**src/rtl/tgi_pkg.sv**
```systemverilog
`timescale 1ns / 1ps
// ----------------------------------------------------------------------------
// Turtle interpreter package
// Shared widths, command and status codes, sine table and step arithmetic.
// ----------------------------------------------------------------------------
package tgi_pkg;

  localparam int unsigned STACK_DEPTH_DEF = 32;
  localparam int unsigned COORD_BITS_DEF  = 16;

  localparam int unsigned SYM_W      = 8;
  localparam int unsigned ANG_W      = 9;
  localparam int unsigned START_W    = 15;
  localparam int unsigned STROKE_W   = 12;
  localparam int unsigned OUT_W      = 16;
  localparam int unsigned STATUS_W   = 3;
  localparam int unsigned CFG_ADDR_W = 3;
  localparam int unsigned CFG_DATA_W = 15;
  localparam int unsigned SINE_W     = 17;
  localparam int unsigned FRAC_W     = 16;
  localparam int unsigned PROD_W     = STROKE_W + SINE_W;
  localparam int unsigned STEP_W     = PROD_W - FRAC_W + 1;
  localparam int unsigned QIDX_W     = 7;

  localparam logic [ANG_W-1:0] DEG_90  = ANG_W'(90);
  localparam logic [ANG_W-1:0] DEG_180 = ANG_W'(180);
  localparam logic [ANG_W-1:0] DEG_270 = ANG_W'(270);
  localparam logic [ANG_W-1:0] DEG_360 = ANG_W'(360);

  // ASCII command characters
  localparam logic [SYM_W-1:0] SYM_PLUS   = 8'h2B;
  localparam logic [SYM_W-1:0] SYM_MINUS  = 8'h2D;
  localparam logic [SYM_W-1:0] SYM_LBRACK = 8'h5B;
  localparam logic [SYM_W-1:0] SYM_RBRACK = 8'h5D;
  localparam logic [SYM_W-1:0] SYM_UP_X   = 8'h58;
  localparam logic [SYM_W-1:0] SYM_UP_Y   = 8'h59;
  localparam logic [SYM_W-1:0] SYM_LO_F   = 8'h66;
  localparam logic [SYM_W-1:0] SYM_UP_F   = 8'h46;
  localparam logic [SYM_W-1:0] SYM_UP_A   = 8'h41;
  localparam logic [SYM_W-1:0] SYM_UP_B   = 8'h42;

  typedef enum logic [CFG_ADDR_W-1:0] {
    CFG_TURN_ANGLE      = 3'd0,
    CFG_START_X         = 3'd1,
    CFG_START_Y         = 3'd2,
    CFG_STROKE_LENGTH   = 3'd3,
    CFG_INITIAL_HEADING = 3'd4
  } cfg_reg_t;

  typedef enum logic [2:0] {
    OP_TURN_LEFT,
    OP_TURN_RIGHT,
    OP_PUSH,
    OP_POP,
    OP_MOVE,
    OP_DRAW,
    OP_UNKNOWN
  } op_t;

  typedef enum logic [STATUS_W-1:0] {
    ST_OK          = 3'd0,
    ST_NEG_COORD   = 3'd1,
    ST_UNKNOWN_SYM = 3'd2,
    ST_STACK_FULL  = 3'd3,
    ST_STACK_EMPTY = 3'd4
  } status_t;

  typedef struct packed {
    op_t  op;
    logic start;
  } tgi_cmd_t;

  // round(65536 * sin(d deg)), d = 0..90
  localparam logic [SINE_W-1:0] QSINE [0:90] = '{
    17'd0,     17'd1144,  17'd2287,  17'd3430,  17'd4572,  17'd5712,  17'd6850,
    17'd7987,  17'd9121,  17'd10252, 17'd11380, 17'd12505, 17'd13626, 17'd14742,
    17'd15855, 17'd16962, 17'd18064, 17'd19161, 17'd20252, 17'd21336, 17'd22415,
    17'd23486, 17'd24550, 17'd25607, 17'd26656, 17'd27697, 17'd28729, 17'd29753,
    17'd30767, 17'd31772, 17'd32768, 17'd33754, 17'd34729, 17'd35693, 17'd36647,
    17'd37590, 17'd38521, 17'd39441, 17'd40348, 17'd41243, 17'd42126, 17'd42995,
    17'd43852, 17'd44695, 17'd45525, 17'd46341, 17'd47143, 17'd47930, 17'd48703,
    17'd49461, 17'd50203, 17'd50931, 17'd51643, 17'd52339, 17'd53020, 17'd53684,
    17'd54332, 17'd54963, 17'd55578, 17'd56175, 17'd56756, 17'd57319, 17'd57865,
    17'd58393, 17'd58903, 17'd59396, 17'd59870, 17'd60326, 17'd60764, 17'd61183,
    17'd61584, 17'd61966, 17'd62328, 17'd62672, 17'd62997, 17'd63303, 17'd63589,
    17'd63856, 17'd64104, 17'd64332, 17'd64540, 17'd64729, 17'd64898, 17'd65048,
    17'd65177, 17'd65287, 17'd65376, 17'd65446, 17'd65496, 17'd65526, 17'd65536
  };

  // 9-bit value to 0..359 (one subtract covers 360..511)
  function automatic logic [ANG_W-1:0] mod360(input logic [ANG_W-1:0] v);
    return (v >= DEG_360) ? v - DEG_360 : v;
  endfunction

  // sum of two angles already in 0..359
  function automatic logic [ANG_W-1:0] add_mod360(input logic [ANG_W-1:0] a,
                                                  input logic [ANG_W-1:0] b);
    logic [ANG_W:0] s;
    s = {1'b0, a} + {1'b0, b};
    if (s >= {1'b0, DEG_360}) begin
      s = s - {1'b0, DEG_360};
    end
    return s[ANG_W-1:0];
  endfunction

  // trunc(len * sin(d)) for d in 0..359, quarter-wave folded
  function automatic logic signed [STEP_W-1:0] step_of(input logic [ANG_W-1:0]    d,
                                                       input logic [STROKE_W-1:0] len);
    logic              neg;
    logic [QIDX_W-1:0] idx;
    logic [PROD_W-1:0] p;
    logic [STEP_W-2:0] m;
    neg = (d > DEG_180);
    if (d <= DEG_90) begin
      idx = QIDX_W'(d);
    end else if (d <= DEG_180) begin
      idx = QIDX_W'(DEG_180 - d);
    end else if (d <= DEG_270) begin
      idx = QIDX_W'(d - DEG_180);
    end else begin
      idx = QIDX_W'(DEG_360 - d);
    end
    p = PROD_W'(len) * PROD_W'(QSINE[idx]);
    m = p[PROD_W-1:FRAC_W];
    return neg ? -$signed({1'b0, m}) : $signed({1'b0, m});
  endfunction

endpackage

```
**src/rtl/tgi_if.sv**
```systemverilog
`timescale 1ns / 1ps
// ----------------------------------------------------------------------------
// Turtle interpreter channels
// Symbol channel and segment channel, valid/ready with payload.
// ----------------------------------------------------------------------------
interface tgi_in_if import tgi_pkg::*; ();
  logic             valid;
  logic             ready;
  logic [SYM_W-1:0] symbol;
  logic             start_flag;

  modport source (output valid, symbol, start_flag, input ready);
  modport sink   (input valid, symbol, start_flag, output ready);
endinterface

interface tgi_out_if import tgi_pkg::*; ();
  logic                    valid;
  logic                    ready;
  logic                    draw_valid;
  logic signed [OUT_W-1:0] from_x;
  logic signed [OUT_W-1:0] from_y;
  logic signed [OUT_W-1:0] to_x;
  logic signed [OUT_W-1:0] to_y;
  logic [STATUS_W-1:0]     status;

  modport source (output valid, draw_valid, from_x, from_y, to_x, to_y, status,
                  input ready);
  modport sink   (input valid, draw_valid, from_x, from_y, to_x, to_y, status,
                  output ready);
endinterface

```
**src/rtl/tgi_ram.sv**
```systemverilog
`timescale 1ns / 1ps
// ----------------------------------------------------------------------------
// Generic RAM
// One write port, one read port, registered read (old data on collision).
// ----------------------------------------------------------------------------
module tgi_ram #(
  parameter int unsigned WIDTH = 8,
  parameter int unsigned DEPTH = 16,
  localparam int unsigned AW   = (DEPTH > 1) ? $clog2(DEPTH) : 1
) (
  input  logic             clk,
  input  logic             we,
  input  logic [AW-1:0]    waddr,
  input  logic [WIDTH-1:0] wdata,
  input  logic [AW-1:0]    raddr,
  output logic [WIDTH-1:0] rdata
);

  logic [WIDTH-1:0] mem_r [DEPTH];

  always_ff @(posedge clk) begin
    if (we) begin
      mem_r[waddr] <= wdata;
    end
    rdata <= mem_r[raddr];
  end

endmodule

```
**src/rtl/tgi_front.sv**
```systemverilog
`timescale 1ns / 1ps
// ----------------------------------------------------------------------------
// Turtle interpreter front end
// Takes symbol transfers, decodes them to commands, two-entry command queue.
// ----------------------------------------------------------------------------
module tgi_front import tgi_pkg::*; (
  input  logic        clk,
  input  logic        rst_n,
  tgi_in_if.sink      in_chan,
  output logic        cmd_valid,
  output tgi_cmd_t    cmd,
  input  logic        cmd_ready
);

  localparam int unsigned QDEPTH = 2;
  localparam int unsigned QPTR_W = $clog2(QDEPTH);
  localparam int unsigned QCNT_W = $clog2(QDEPTH + 1);

  tgi_cmd_t          q_mem_r [QDEPTH];
  logic [QPTR_W-1:0] wr_ptr_r, rd_ptr_r;
  logic [QCNT_W-1:0] cnt_r;
  logic              push, pop;
  tgi_cmd_t          dec;

  always_comb begin
    dec.start = in_chan.start_flag;
    unique case (in_chan.symbol)
      SYM_PLUS:                     dec.op = OP_TURN_LEFT;
      SYM_MINUS:                    dec.op = OP_TURN_RIGHT;
      SYM_LBRACK:                   dec.op = OP_PUSH;
      SYM_RBRACK:                   dec.op = OP_POP;
      SYM_UP_X, SYM_UP_Y, SYM_LO_F: dec.op = OP_MOVE;
      SYM_UP_F, SYM_UP_A, SYM_UP_B: dec.op = OP_DRAW;
      default:                      dec.op = OP_UNKNOWN;
    endcase
  end

  assign in_chan.ready = (cnt_r != QCNT_W'(QDEPTH));
  assign push          = in_chan.valid && in_chan.ready;
  assign cmd_valid     = (cnt_r != '0);
  assign cmd           = q_mem_r[rd_ptr_r];
  assign pop           = cmd_valid && cmd_ready;

  always_ff @(posedge clk) begin
    if (!rst_n) begin
      wr_ptr_r <= '0;
      rd_ptr_r <= '0;
      cnt_r    <= '0;
    end else begin
      if (push) begin
        wr_ptr_r <= wr_ptr_r + QPTR_W'(1);
      end
      if (pop) begin
        rd_ptr_r <= rd_ptr_r + QPTR_W'(1);
      end
      if (push && !pop) begin
        cnt_r <= cnt_r + QCNT_W'(1);
      end else if (pop && !push) begin
        cnt_r <= cnt_r - QCNT_W'(1);
      end
    end
  end

  always_ff @(posedge clk) begin
    if (push) begin
      q_mem_r[wr_ptr_r] <= dec;
    end
  end

endmodule

```
**src/rtl/tgi_back.sv**
```systemverilog
`timescale 1ns / 1ps
// ----------------------------------------------------------------------------
// Turtle interpreter back end
// Executes commands: turtle state, save stack, step precompute, result register.
// ----------------------------------------------------------------------------
module tgi_back import tgi_pkg::*; #(
  parameter int unsigned STACK_DEPTH = STACK_DEPTH_DEF,
  parameter int unsigned COORD_BITS  = COORD_BITS_DEF
) (
  input  logic                  clk,
  input  logic                  rst_n,
  input  logic                  cmd_valid,
  input  tgi_cmd_t              cmd,
  output logic                  cmd_ready,
  input  logic                  cfg_we,
  input  logic [CFG_ADDR_W-1:0] cfg_addr,
  input  logic [CFG_DATA_W-1:0] cfg_wdata,
  tgi_out_if.source             out_chan
);

  localparam int unsigned CNT_W = $clog2(STACK_DEPTH + 1);
  localparam int unsigned AW    = (STACK_DEPTH > 1) ? $clog2(STACK_DEPTH) : 1;
  localparam int unsigned ENT_W = ANG_W + 2 * COORD_BITS;
  localparam int unsigned SUM_W = ((COORD_BITS > STEP_W) ? COORD_BITS : STEP_W) + 1;
  localparam logic signed [COORD_BITS-1:0] C_MAX = {1'b0, {(COORD_BITS-1){1'b1}}};
  localparam logic signed [COORD_BITS-1:0] C_MIN = {1'b1, {(COORD_BITS-1){1'b0}}};

  typedef logic signed [COORD_BITS-1:0] coord_t;

  function automatic coord_t sat_start(input logic [START_W-1:0] v);
    logic [31:0] w;
    w = 32'(v);
    return (w > 32'(C_MAX)) ? C_MAX : w[COORD_BITS-1:0];
  endfunction

  function automatic coord_t sat_add(input coord_t p, input logic signed [STEP_W-1:0] s);
    logic signed [SUM_W-1:0] t;
    t = SUM_W'(p) + SUM_W'(s);
    if (t > SUM_W'(C_MAX)) begin
      return C_MAX;
    end else if (t < SUM_W'(C_MIN)) begin
      return C_MIN;
    end
    return t[COORD_BITS-1:0];
  endfunction

  function automatic logic [OUT_W-1:0] to_out(input coord_t c);
    logic signed [31:0] e;
    e = 32'(c);
    return e[OUT_W-1:0];
  endfunction

  // configuration, angles held already reduced mod 360
  logic [ANG_W-1:0]    turn_r, init_h_r;
  logic [START_W-1:0]  start_x_r, start_y_r;
  logic [STROKE_W-1:0] stroke_r;
  logic [ANG_W-1:0]    turn_neg;

  // turtle state
  coord_t           pos_x_r, pos_y_r, x_nxt, y_nxt;
  logic [ANG_W-1:0] heading_r, h_nxt;
  logic [CNT_W-1:0] count_r, cnt_nxt;
  logic [ENT_W-1:0] top_r, top_nxt;

  // step for current heading and for the start heading
  logic signed [STEP_W-1:0] step_x_r, step_y_r, init_sx_r, init_sy_r;

  // stack memory below the cached top entry
  logic             ram_we;
  logic [AW-1:0]    ram_waddr, ram_raddr;
  logic [ENT_W-1:0] ram_rdata, stack_q, byp_data_r;
  logic             byp_valid_r;
  logic [CNT_W-1:0] cnt_m1, cnt_nxt_m2;

  // execute view
  logic                     exec;
  coord_t                   cur_x, cur_y, mv_x, mv_y;
  logic [ANG_W-1:0]         cur_h;
  logic [CNT_W-1:0]         cur_cnt;
  logic signed [STEP_W-1:0] cur_sx, cur_sy;
  status_t                  status_nxt;
  logic                     draw_nxt;

  // result register
  logic             out_valid_r, out_draw_r;
  logic [OUT_W-1:0] out_fx_r, out_fy_r, out_tx_r, out_ty_r;
  status_t          out_status_r;

  assign cmd_ready = !out_valid_r || out_chan.ready;
  assign exec      = cmd_valid && cmd_ready;
  assign turn_neg  = (turn_r == '0) ? '0 : DEG_360 - turn_r;

  always_ff @(posedge clk) begin
    if (!rst_n) begin
      turn_r    <= '0;
      start_x_r <= '0;
      start_y_r <= '0;
      stroke_r  <= STROKE_W'(1);
      init_h_r  <= '0;
    end else if (cfg_we) begin
      unique case (cfg_reg_t'(cfg_addr))
        CFG_TURN_ANGLE:      turn_r    <= mod360(cfg_wdata[ANG_W-1:0]);
        CFG_START_X:         start_x_r <= cfg_wdata[START_W-1:0];
        CFG_START_Y:         start_y_r <= cfg_wdata[START_W-1:0];
        CFG_STROKE_LENGTH:   stroke_r  <= cfg_wdata[STROKE_W-1:0];
        CFG_INITIAL_HEADING: init_h_r  <= mod360(cfg_wdata[ANG_W-1:0]);
        default: ;
      endcase
    end
  end

  // start flag reloads before the symbol acts
  always_comb begin
    if (cmd.start) begin
      cur_x   = sat_start(start_x_r);
      cur_y   = sat_start(start_y_r);
      cur_h   = init_h_r;
      cur_cnt = '0;
      cur_sx  = init_sx_r;
      cur_sy  = init_sy_r;
    end else begin
      cur_x   = pos_x_r;
      cur_y   = pos_y_r;
      cur_h   = heading_r;
      cur_cnt = count_r;
      cur_sx  = step_x_r;
      cur_sy  = step_y_r;
    end
  end

  assign mv_x    = sat_add(cur_x, cur_sx);
  assign mv_y    = sat_add(cur_y, cur_sy);
  assign stack_q = byp_valid_r ? byp_data_r : ram_rdata;
  assign cnt_m1  = cur_cnt - CNT_W'(1);

  always_comb begin
    x_nxt      = pos_x_r;
    y_nxt      = pos_y_r;
    h_nxt      = heading_r;
    cnt_nxt    = count_r;
    top_nxt    = top_r;
    status_nxt = ST_OK;
    draw_nxt   = 1'b0;
    ram_we     = 1'b0;
    ram_waddr  = cnt_m1[AW-1:0];
    if (exec) begin
      x_nxt   = cur_x;
      y_nxt   = cur_y;
      h_nxt   = cur_h;
      cnt_nxt = cur_cnt;
      unique case (cmd.op)
        OP_TURN_LEFT:  h_nxt = add_mod360(cur_h, turn_r);
        OP_TURN_RIGHT: h_nxt = add_mod360(cur_h, turn_neg);
        OP_PUSH: begin
          if (cur_cnt >= CNT_W'(STACK_DEPTH)) begin
            status_nxt = ST_STACK_FULL;
          end else begin
            // spill the cached top below the new one
            ram_we  = (cur_cnt != '0);
            top_nxt = {cur_h, cur_x, cur_y};
            cnt_nxt = cur_cnt + CNT_W'(1);
          end
        end
        OP_POP: begin
          if (cur_cnt == '0) begin
            status_nxt = ST_STACK_EMPTY;
          end else begin
            h_nxt   = top_r[ENT_W-1 -: ANG_W];
            x_nxt   = top_r[2*COORD_BITS-1 -: COORD_BITS];
            y_nxt   = top_r[COORD_BITS-1:0];
            top_nxt = stack_q;
            cnt_nxt = cnt_m1;
          end
        end
        OP_MOVE: begin
          x_nxt = mv_x;
          y_nxt = mv_y;
        end
        OP_DRAW: begin
          if (cur_x[COORD_BITS-1] || cur_y[COORD_BITS-1] ||
              mv_x[COORD_BITS-1] || mv_y[COORD_BITS-1]) begin
            status_nxt = ST_NEG_COORD;
          end else begin
            x_nxt    = mv_x;
            y_nxt    = mv_y;
            draw_nxt = 1'b1;
          end
        end
        default: status_nxt = ST_UNKNOWN_SYM;
      endcase
    end
  end

  // read one below the next top, so a pop finds it ready
  assign cnt_nxt_m2 = cnt_nxt - CNT_W'(2);
  assign ram_raddr  = cnt_nxt_m2[AW-1:0];

  tgi_ram #(
    .WIDTH (ENT_W),
    .DEPTH (STACK_DEPTH)
  ) u_stack (
    .clk   (clk),
    .we    (ram_we),
    .waddr (ram_waddr),
    .wdata (top_r),
    .raddr (ram_raddr),
    .rdata (ram_rdata)
  );

  always_ff @(posedge clk) begin
    if (!rst_n) begin
      pos_x_r     <= '0;
      pos_y_r     <= '0;
      heading_r   <= '0;
      count_r     <= '0;
      byp_valid_r <= 1'b0;
      out_valid_r <= 1'b0;
    end else begin
      pos_x_r     <= x_nxt;
      pos_y_r     <= y_nxt;
      heading_r   <= h_nxt;
      count_r     <= cnt_nxt;
      byp_valid_r <= ram_we;
      if (exec) begin
        out_valid_r <= 1'b1;
      end else if (out_chan.ready) begin
        out_valid_r <= 1'b0;
      end
    end
  end

  always_ff @(posedge clk) begin
    top_r      <= top_nxt;
    byp_data_r <= top_r;
    // lookup and multiply for the heading that takes effect next cycle
    step_x_r   <= step_of(add_mod360(h_nxt, DEG_90), stroke_r);
    step_y_r   <= step_of(h_nxt, stroke_r);
    init_sx_r  <= step_of(add_mod360(init_h_r, DEG_90), stroke_r);
    init_sy_r  <= step_of(init_h_r, stroke_r);
    if (exec) begin
      out_draw_r   <= draw_nxt;
      out_fx_r     <= to_out(cur_x);
      out_fy_r     <= to_out(cur_y);
      out_tx_r     <= to_out(x_nxt);
      out_ty_r     <= to_out(y_nxt);
      out_status_r <= status_nxt;
    end
  end

  assign out_chan.valid      = out_valid_r;
  assign out_chan.draw_valid = out_draw_r;
  assign out_chan.from_x     = out_fx_r;
  assign out_chan.from_y     = out_fy_r;
  assign out_chan.to_x       = out_tx_r;
  assign out_chan.to_y       = out_ty_r;
  assign out_chan.status     = out_status_r;

`ifndef ASSERT_OFF
  a_count_range: assert property (@(posedge clk) disable iff (!rst_n)
    count_r <= CNT_W'(STACK_DEPTH))
    else $error("stack count beyond depth");

  a_push_full: assert property (@(posedge clk) disable iff (!rst_n)
    exec && cmd.op == OP_PUSH && !cmd.start && count_r == CNT_W'(STACK_DEPTH)
    |=> out_status_r == ST_STACK_FULL && count_r == $past(count_r))
    else $error("push on full stack not rejected");

  a_pop_empty: assert property (@(posedge clk) disable iff (!rst_n)
    exec && cmd.op == OP_POP && (cmd.start || count_r == '0)
    |=> out_status_r == ST_STACK_EMPTY && count_r == '0)
    else $error("pop on empty stack not rejected");
`endif

endmodule

```
**src/rtl/turtle_graphics_interpreter_unit.sv**
```systemverilog
`timescale 1ns / 1ps
// ----------------------------------------------------------------------------
// Turtle graphics interpreter unit
// Runs one L-system turtle symbol per transfer and reports one segment result.
// ----------------------------------------------------------------------------
// Each symbol transfer yields exactly one result transfer, in order. The unit
// sustains one symbol per clock while results are taken: a symbol is decoded
// into a two-entry command queue, executed from the queue head when the back
// end is ready, and its result is registered in the output register and held
// there until taken, while new symbols keep flowing into the queue until it
// is full. This rate rests on the position loop (add and saturate of the
// precomputed step) and on the step registers, which hold length times cos/sin
// of the heading that takes effect next cycle (angle fold, quarter-wave table,
// 12x17 multiply). The save stack keeps its top entry in flops and the rest
// in a RAM; it needs no clearing after reset. Configuration writes are
// taken any time but are only meant while the unit is idle.
// ----------------------------------------------------------------------------
module turtle_graphics_interpreter_unit import tgi_pkg::*; #(
  parameter int unsigned STACK_DEPTH = STACK_DEPTH_DEF,
  parameter int unsigned COORD_BITS  = COORD_BITS_DEF
) (
  input  logic                  clk,
  input  logic                  rst_n,
  tgi_in_if.sink                in_chan,
  tgi_out_if.source             out_chan,
  input  logic                  cfg_we,
  input  logic [CFG_ADDR_W-1:0] cfg_addr,
  input  logic [CFG_DATA_W-1:0] cfg_wdata
);

  // decoded command between the queue and the execute side
  logic     cmd_valid;
  logic     cmd_ready;
  tgi_cmd_t cmd;

  tgi_front u_front (
    .clk       (clk),
    .rst_n     (rst_n),
    .in_chan   (in_chan),
    .cmd_valid (cmd_valid),
    .cmd       (cmd),
    .cmd_ready (cmd_ready)
  );

  // back end stalls only on a held result; the queue absorbs that
  tgi_back #(
    .STACK_DEPTH (STACK_DEPTH),
    .COORD_BITS  (COORD_BITS)
  ) u_back (
    .clk       (clk),
    .rst_n     (rst_n),
    .cmd_valid (cmd_valid),
    .cmd       (cmd),
    .cmd_ready (cmd_ready),
    .cfg_we    (cfg_we),
    .cfg_addr  (cfg_addr),
    .cfg_wdata (cfg_wdata),
    .out_chan  (out_chan)
  );

endmodule
```
**src/flat_wrapper.sv**
```systemverilog
// flat-port wrapper written by rule: the top's interface ports become plain ports
module turtle_graphics_interpreter_unit_flat import tgi_pkg::*;
#(
  parameter int unsigned STACK_DEPTH = STACK_DEPTH_DEF,
  parameter int unsigned COORD_BITS  = COORD_BITS_DEF
)
  (clk, rst_n, cfg_we, cfg_addr, cfg_wdata, in_chan_valid, in_chan_symbol, in_chan_start_flag, in_chan_ready, out_chan_valid, out_chan_draw_valid, out_chan_from_x, out_chan_from_y, out_chan_to_x, out_chan_to_y, out_chan_status, out_chan_ready);
  tgi_in_if in_chan_i ();
  tgi_out_if out_chan_i ();
  input  logic clk;
  input  logic rst_n;
  input  logic cfg_we;
  input  logic [CFG_ADDR_W-1:0] cfg_addr;
  input  logic [CFG_DATA_W-1:0] cfg_wdata;
  input wire logic [$bits(in_chan_i.valid)-1:0] in_chan_valid;
  input wire logic [$bits(in_chan_i.symbol)-1:0] in_chan_symbol;
  input wire logic [$bits(in_chan_i.start_flag)-1:0] in_chan_start_flag;
  output wire logic [$bits(in_chan_i.ready)-1:0] in_chan_ready;
  output wire logic [$bits(out_chan_i.valid)-1:0] out_chan_valid;
  output wire logic [$bits(out_chan_i.draw_valid)-1:0] out_chan_draw_valid;
  output wire logic [$bits(out_chan_i.from_x)-1:0] out_chan_from_x;
  output wire logic [$bits(out_chan_i.from_y)-1:0] out_chan_from_y;
  output wire logic [$bits(out_chan_i.to_x)-1:0] out_chan_to_x;
  output wire logic [$bits(out_chan_i.to_y)-1:0] out_chan_to_y;
  output wire logic [$bits(out_chan_i.status)-1:0] out_chan_status;
  input wire logic [$bits(out_chan_i.ready)-1:0] out_chan_ready;
  assign in_chan_i.valid = in_chan_valid;
  assign in_chan_i.symbol = in_chan_symbol;
  assign in_chan_i.start_flag = in_chan_start_flag;
  assign in_chan_ready = in_chan_i.ready;
  assign out_chan_valid = out_chan_i.valid;
  assign out_chan_draw_valid = out_chan_i.draw_valid;
  assign out_chan_from_x = out_chan_i.from_x;
  assign out_chan_from_y = out_chan_i.from_y;
  assign out_chan_to_x = out_chan_i.to_x;
  assign out_chan_to_y = out_chan_i.to_y;
  assign out_chan_status = out_chan_i.status;
  assign out_chan_i.ready = out_chan_ready;
  turtle_graphics_interpreter_unit #(.STACK_DEPTH(STACK_DEPTH), .COORD_BITS(COORD_BITS)) u_core (.clk(clk), .rst_n(rst_n), .in_chan(in_chan_i), .out_chan(out_chan_i), .cfg_we(cfg_we), .cfg_addr(cfg_addr), .cfg_wdata(cfg_wdata));
endmodule
```
**config.mk**
```make
export PLATFORM = sky130hd
export DESIGN_NAME = turtle_graphics_interpreter_unit_flat
export DESIGN_NICKNAME = d
export VERILOG_FILES = /design/src/rtl/tgi_pkg.sv /design/src/rtl/tgi_if.sv /design/src/rtl/tgi_ram.sv /design/src/rtl/tgi_front.sv /design/src/rtl/tgi_back.sv /design/src/rtl/turtle_graphics_interpreter_unit.sv /design/src/flat_wrapper.sv
export SDC_FILE = /design/constraint.sdc
export NUM_CORES = 2
export LEC_CHECK = 0
export BUFFER_PORTS_ARGS = -buffer_cell sky130_fd_sc_hd__buf_2
export CORE_ASPECT_RATIO = 1.2
export CORE_MARGIN = 2
export CORE_UTILIZATION = 59
export DETAILED_ROUTE_END_ITERATION = 8
export HOLD_SLACK_MARGIN = 0.06
export PLACE_DENSITY_LB_ADDON = 0.25
export SETUP_SLACK_MARGIN = 0.2
export SYNTH_ARGS = -nofsm -noshare
export SYNTH_HDL_FRONTEND = slang
export SYNTH_SLANG_ARGS = --single-unit
```
**constraint.sdc**
```tcl
create_clock -name clk -period 14.7 [get_ports clk]
set_input_delay 1.47 -clock clk [delete_from_list [all_inputs] [get_ports clk]]
set_output_delay 1.47 -clock clk [all_outputs]
set_load 0.05 [all_outputs]
```
== Yosys cells after proc, flatten, opt, wreduce, memory -nomap -nowiden ==
Memory sizes are Yosys's and may differ from the RTL's. A register that Yosys moved wholly into a read port is not among the register bits.
Cells that the tools add are included.
W data, S select, Z words.
Operators by class
  add/subtract/negate cells: 35
  multiply operators: 4
  magnitude comparators: 30
  equal/unequal tests: 22
  muxes and demuxes: 84
  bitwise gates (word level): 4
  reductions and logical operators: 29
Operator list (number)
  $mux W16: 14
  $mux W17: 8
  $mux W41: 3
  $mul A12 B17 Y29: 4
  $pmux W16 S3: 2
  $mux W7: 12
  $pmux W41 S2: 1
  $mux W9: 9
  $eq A8 B7 Y1 const B: 8
  $neg A13 Y14: 4
  $mux W13: 4
  $sub A9 B9 Y9 const B: 5
  $ge A10 B9 Y1 const B: 4
  $gt A9 B8 Y1 const B: 4
  $le A9 B7 Y1 const B: 4
  $le A9 B8 Y1 const B: 4
  $le A9 B9 Y1 const B: 4
  $add A16 B14 Y17: 2
  $gt A17 B16 Y1 const B: 2
  $lt A17 B16 Y1 const B: 2
  $ge A8 B8 Y1 const B: 4
  $not A7 Y8: 4
  $mux W14: 2
  $sub A6 B7 Y7 const A: 4
  37 further kinds: 94
Storage, ports and cells
  bits in registers: 319
  memory bits (writable): 1320
  ROM bits: 8704
  memories: 6
Memories
  (name not given): words 128, width 17, rd ports 1, clocked after Yosys merged registers in 0, write ports 0, RTL line tgi_pkg.sv:123  | p = PROD_W'(len) * PROD_W'(QSINE[idx]);
  (name not given): words 128, width 17, rd ports 1, clocked after Yosys merged registers in 0, write ports 0, RTL line tgi_pkg.sv:123
  (name not given): words 128, width 17, rd ports 1, clocked after Yosys merged registers in 0, write ports 0, RTL line tgi_pkg.sv:123
  (name not given): words 128, width 17, rd ports 1, clocked after Yosys merged registers in 0, write ports 0, RTL line tgi_pkg.sv:123
  u_core.u_back.u_stack.mem_r: words 32, width 41, rd ports 1, clocked after Yosys merged registers in 1, write ports 1, RTL line tgi_ram.sv:19  | logic [WIDTH-1:0] mem_r [DEPTH];
  u_core.u_front.q_mem_r: words 2, width 4, rd ports 1, clocked after Yosys merged registers in 1, write ports 1, RTL line tgi_front.sv:19  | tgi_cmd_t q_mem_r [QDEPTH];

== Depth between registers and ports, before layout ==
  depth in word-level cells: 21
  mapped depth: 76
  mapped depth without buffers: 69

== Hierarchy ==
A second synthesis with hierarchy kept.
Unflattened totals
  cell total of the unflattened synthesis: 9386
  area total of the unflattened synthesis: 104091.1 µm²
Modules (own cells, without submodules)
  tgi_ram: times used 1, cells each 2883, area an instance 51798.4 µm², sequential area each 40218.6 µm²
  tgi_back: times used 1, cells each 6446, area an instance 51637.0 µm², sequential area each 7397.1 µm²
  tgi_front: times used 1, cells each 57, area an instance 655.6 µm², sequential area each 340.3 µm²

== Least setup slack after synthesis ==
OpenSTA, ideal clock, no wires.
  path type: register to register
  start point: reg u_core.u_back.turn_r[3]
  end point: reg u_core.u_back.step_x_r[10]
  arrival: 14.821 ns
  required time: 14.570 ns
  setup slack: -0.251 ns
  cell stages (with the launch flop): 66
  path buffers: 5
  clock period less this slack: 14.951 ns
  path through: dfxtp_1 > or4_1 > nor4_1 > nor2_1 > ha_1 > fa_1 > a211oi_2 > o21ai_2 > o31ai_1 > nor2_1 > a221oi_4 > xnor2_1 > o211a_4 > buf_8 > buf_2 > ha_1 > inv_1 > nor2_1 > [... 30 more ...] > inv_1 > ha_1 > nand2_1 > or2_2 > o21ai_0 > a21oi_1 > a21boi_0 > o21ai_0 > xor2_1 > inv_1 > ha_1 > nand3_1 > nor2_1 > a311oi_1 > nand2_1 > and3_1 > a311oi_1 > nand3_1
Between the ends
  cells in the longest elaborated chain, start to end: 21
  elaborated cells between the ends (all ways): 34
  classes of those cells: add/sub (11); mul (1); order compare (7); mux (12); bitwise (1); reduce/logical (1); memory (1)
Ends and longest elaborated chain
  start, declared: RTL line tgi_back.sv:54  | logic [ANG_W-1:0] turn_r, init_h_r;
  start signal, assigned: RTL line tgi_back.sv:102  | CFG_TURN_ANGLE: turn_r <= mod360(cfg_wdata[ANG_W-1:0]);
  $sub A9 B9 Y9 / $logic_not A9 Y1 (equally long branches): RTL line tgi_back.sv:91  | assign turn_neg = (turn_r == '0) ? '0 : DEG_360 - turn_r;
  $mux W9: RTL line tgi_back.sv:91
  $add A9 B9 Y10: RTL line tgi_pkg.sv:99  | s = {1'b0, a} + {1'b0, b};
  $sub A9 B9 Y9 / $ge A10 B9 Y1 (equally long branches): RTL line tgi_pkg.sv:101, tgi_pkg.sv:100
  $mux W9: RTL line tgi_pkg.sv:100  | if (s >= {1'b0, DEG_360}) begin
  $pmux W9 S3 *: RTL line tgi_back.sv:151  | unique case (cmd.op)
  $mux W9 *: RTL line tgi_back.sv:146  | if (exec) begin
  $add A9 B7 Y10 *: RTL line tgi_pkg.sv:99
  [... 4 more ...]
  $mux W7: RTL line tgi_pkg.sv:116  | end else if (d <= DEG_180) begin
  $mux W7: RTL line tgi_pkg.sv:114  | if (d <= DEG_90) begin
  $not A7 Y8 (not written as such): RTL line tgi_pkg.sv:123
  $mem_v2 Z128 W17
  $mux W17 (not written as such) (2 in a row): RTL line tgi_pkg.sv:123
  $mul A12 B17 Y29: RTL line tgi_pkg.sv:123
  $neg A13 Y14: RTL line tgi_pkg.sv:125  | return neg ? -$signed({1'b0, m}) : $signed({1'b0, m});
  $mux W13 *: RTL line tgi_pkg.sv:125
  end signal, assigned: RTL line tgi_back.sv:236  | step_x_r <= step_of(add_mod360(h_nxt, DEG_90), stroke_r);
  end, declared: RTL line tgi_back.sv:66  | logic signed [STEP_W-1:0] step_x_r, step_y_r, init_sx_r, init_sy_r;
Mark *: on every way between the ends. The rest lies on a longest branch, timed or not. The select of a mux whose other input is x is not followed.
A chain may end at the register's enable or synchronous reset.

== Final worst setup path ==
Ends and elaborated chain as after synthesis.

==> results.cfg <==
[placement]
place.gp.congestion = 0.965
portBuffers = 101
dp_hpwl_um = 211000

[status]
status = completed

[worst_setup_path]
crit_family = compound AO/OA/AOI/OAI gates
worstSetupEndpointType = flip-flop
cp_max_fo = 12
critPathMaxStageDelay_ps = 550
slowest_stage = or4_4
path_class = reg -> reg
cpMostUsedCell = inv_1
required_ps = 15400
crit_path_start_kind = flip-flop
worstPathArrival_ps = 14660
cp_num_buf_inv = 12

[timing]
tns_ps = 0
setup_violations = 0
tightest_slew_ps = 1410
slew_viol_final = 0
holdWs_ps = 467
hold_viol = 0
min_period_ps = 13960
relSlewSlack_pct = 5.49
finClkSkew_ps = 41.0
finalCritPeriodShare_pct = 95.0
max_clock_freq_mhz = 71.6
rsz0062_at_grt = no

[die]
num_rows = 170
core_area_mm2 = 0.178
dieHeight_um = 468
dieWidth_um = 390
pin_count = 102
start_util_pct = 59.2
dieArea_mm2 = 0.183

[global_route]
antenna_found_initial = 25
grt_max_degree = 158
first_global_vias = 79200
overflow = 0
grt_pass1_wl_um = 482000
grt_usage_pct = 35.0

[layout]
multi_input_area_mm2 = 0.0530
nets = 10900
utilization_pct = 64.7
n_fill_cell = 13800
drive_gt1_share_pct = 10.4
seqCellArea_mm2 = 0.0480
synthToLayoutAreaGrowth_pct = 9.14

[logic_synthesis]
synth_edf_count = 1429
async_flop_share_pct = 0
synth_warnings = 0
synth_compound_area_share_pct = 11.8
synth_fa_ha_area_share_pct = 16.0
synth_nets = 10900
yosys.area_share.simple_pct = 13.7
syn_area_mm2 = 0.106
syn_avg_cell_area_um2 = 10.7
postSynthRegisterBits = 1681
synthCells = 9922
yosysSeqAreaShare_pct = 45.4
synth_xor_area_share_pct = 1.74
synth_top_family_by_area = adder cells
synth_mux_area_share_pct = 6.06
synth-main-ff-cell = edfxtp_1
synth_cell_types = 130

[detailed_routing]
drtPass1Iterations = 9
via_count = 78900
wl_per_cell_um = 26.1
avgViaCountPerCell = 6.40
drc = 0
drt_iter0_drc = 8551
wl_um = 321000
ant_nets = 0

[clocking]
clkSinkCount = 1681
numCtsBuffers = 153
cts_tree = yes
clk_latency_ps = 820
path_clk_slew_ps = 60
holdBufCountCts = 0
h-tree-depth = 4
cts-root-buf = clkbuf_16
cts_buffer_depth = 3

[run]
timing.max_cap.violations = 0

[hold_path]
min_path_type = reg -> reg
## state kept, by name (all words and copies together) (netlist names), 41 cells and up, named ones only
name,count
u_core.u_back.u_stack.mem_r,1312
u_core.u_back.u_stack.rdata,41
u_core.u_back.top_r,41
u_core.u_back.byp_data_r,41
## worst register-to-register path: cells and delay by family, from the launching register on
kind / cells / cell delay [ps]
AOI/OAI and AO/OA: 20 / 4900
adders and majority gates: 10 / 3620
and+or+nand+nor: 17 / 3100
buffers and inverters: 12 / 1550
xor gates and xnor gates: 2 / 360
DFF: 1 / 350
## synth_stat cells, types with 68 or more instances
library cell | number | area share, %
mux4_2 | 95 | 2.0
o211ai_1 | 71 | 0.50
and2_1 | 300 | 1.8
ha_1 | 393 | 4.7
nor2_1 | 380 | 1.3
a211oi_1 | 194 | 1.4
xor2_1 | 68 | 0.56
a21oi_1 | 409 | 1.9
clkbuf_1 | 545 | 1.9
nand2_1 | 1897 | 6.7
fa_1 | 600 | 11
a31oi_1 | 147 | 0.87
inv_1 | 812 | 2.9
buf_1 | 77 | 0.27
xnor2_1 | 127 | 1.1
a311oi_1 | 104 | 0.86
edfxtp_1 | 1429 | 41
nand3_1 | 103 | 0.49
a21o_1 | 85 | 0.60
nor3_1 | 112 | 0.53
mux2i_1 | 403 | 3.8
o21ai_0 | 272 | 1.3
and3_1 | 189 | 1.1
dfxtp_1 | 252 | 4.8
## metal layers
| layer | wire, um | global-route usage (%) | up-vias |
|---|---|---|---|
| met3 | 29800 | 5.93 | 930 |
| met4 | 17000 | 16.7 | 26 |
| met5 | 171 | 0 | - |
| met1 | 122000 | 45.1 | 39100 |
| met2 | 153000 | 57.7 | 4123 |
| li1 | - | - | 34700 |
## metrics by stage
stage,instances,instance area (um^2),worst slack (ps)
4_1_cts,12300,115000,220
3_3_place_gp,12000,110000,260
2_1_floorplan,9922,106000,203
3_5_place_dp,12000,110000,38.7
6_report,12300,115000,738
5_1_grt,12300,115000,133
## what timing repair did
| action | 4_1_cts | 5_1_grt |
|---|---|---|
| setup buffers | 0 | 29 |
| setup endpoints to repair | 5 | 22 |
| pin swaps | 1 | 33 |
| resized for setup | 4 | 106 |
| cloned | 0 | 2 |
## cell usage in the layout (no fill, tap or decap), types with 100 or more instances in the layout
cell type / n
xnor2_1: 114
clkbuf_16: 156
nor3_1: 109
buf_4: 333
a311oi_1: 103
nor2_1: 339
nand2_1: 1895
buf_2: 100
fa_1: 599
and2_1: 297
dfxtp_1: 235
a211oi_1: 192
mux2i_1: 401
nand3_1: 101
o21ai_0: 262
and3_1: 188
a31oi_1: 143
edfxtp_1: 1429
inv_1: 809
a21oi_1: 400
ha_1: 384
## kinds of logic after synthesis
group	after synthesis
AOI/OAI and AO/OA	1812
adders and majority gates	993
xor gates and xnor gates	202
DFF	1681
muxes	517
and+or+nand+nor	3232
buffers and inverters	1485
## area by class of cell
cell class              instances  area share, %
multi-input cells            6756           45.9
flip-flops and latches       1681           41.6
diodes                          6         0.0130
clock buffers                 208           3.67
well taps                    2322           2.52
repair buffers                455           2.91
clock inverters                74          0.730
inverters                     818           2.68
## worst paths after layout
| check | startpoint | end | slack, ps | cells after the start |
|---|---|---|---|---|
| worst min register to register | u_core.u_back.start_x_r[8]$_SDFFE_PN0P_ | u_core.u_back.start_x_r[8]$_SDFFE_PN0P_ | 470 | 2 |
| worst max register to register | u_core.u_back.turn_r[3]$_SDFFE_PN0P_ | u_core.u_back.step_x_r[10]$_DFF_P_ | 740 | 61 |
| worst min-delay path | u_core.u_back.start_x_r[8]$_SDFFE_PN0P_ | u_core.u_back.start_x_r[8]$_SDFFE_PN0P_ | 470 | 2 |
| worst max-delay path | u_core.u_back.turn_r[3]$_SDFFE_PN0P_ | u_core.u_back.step_x_r[10]$_DFF_P_ | 740 | 61 |
Power is not shown: default switching activity piles up to over one toggle a cycle in this logic, so the estimate is an artifact.
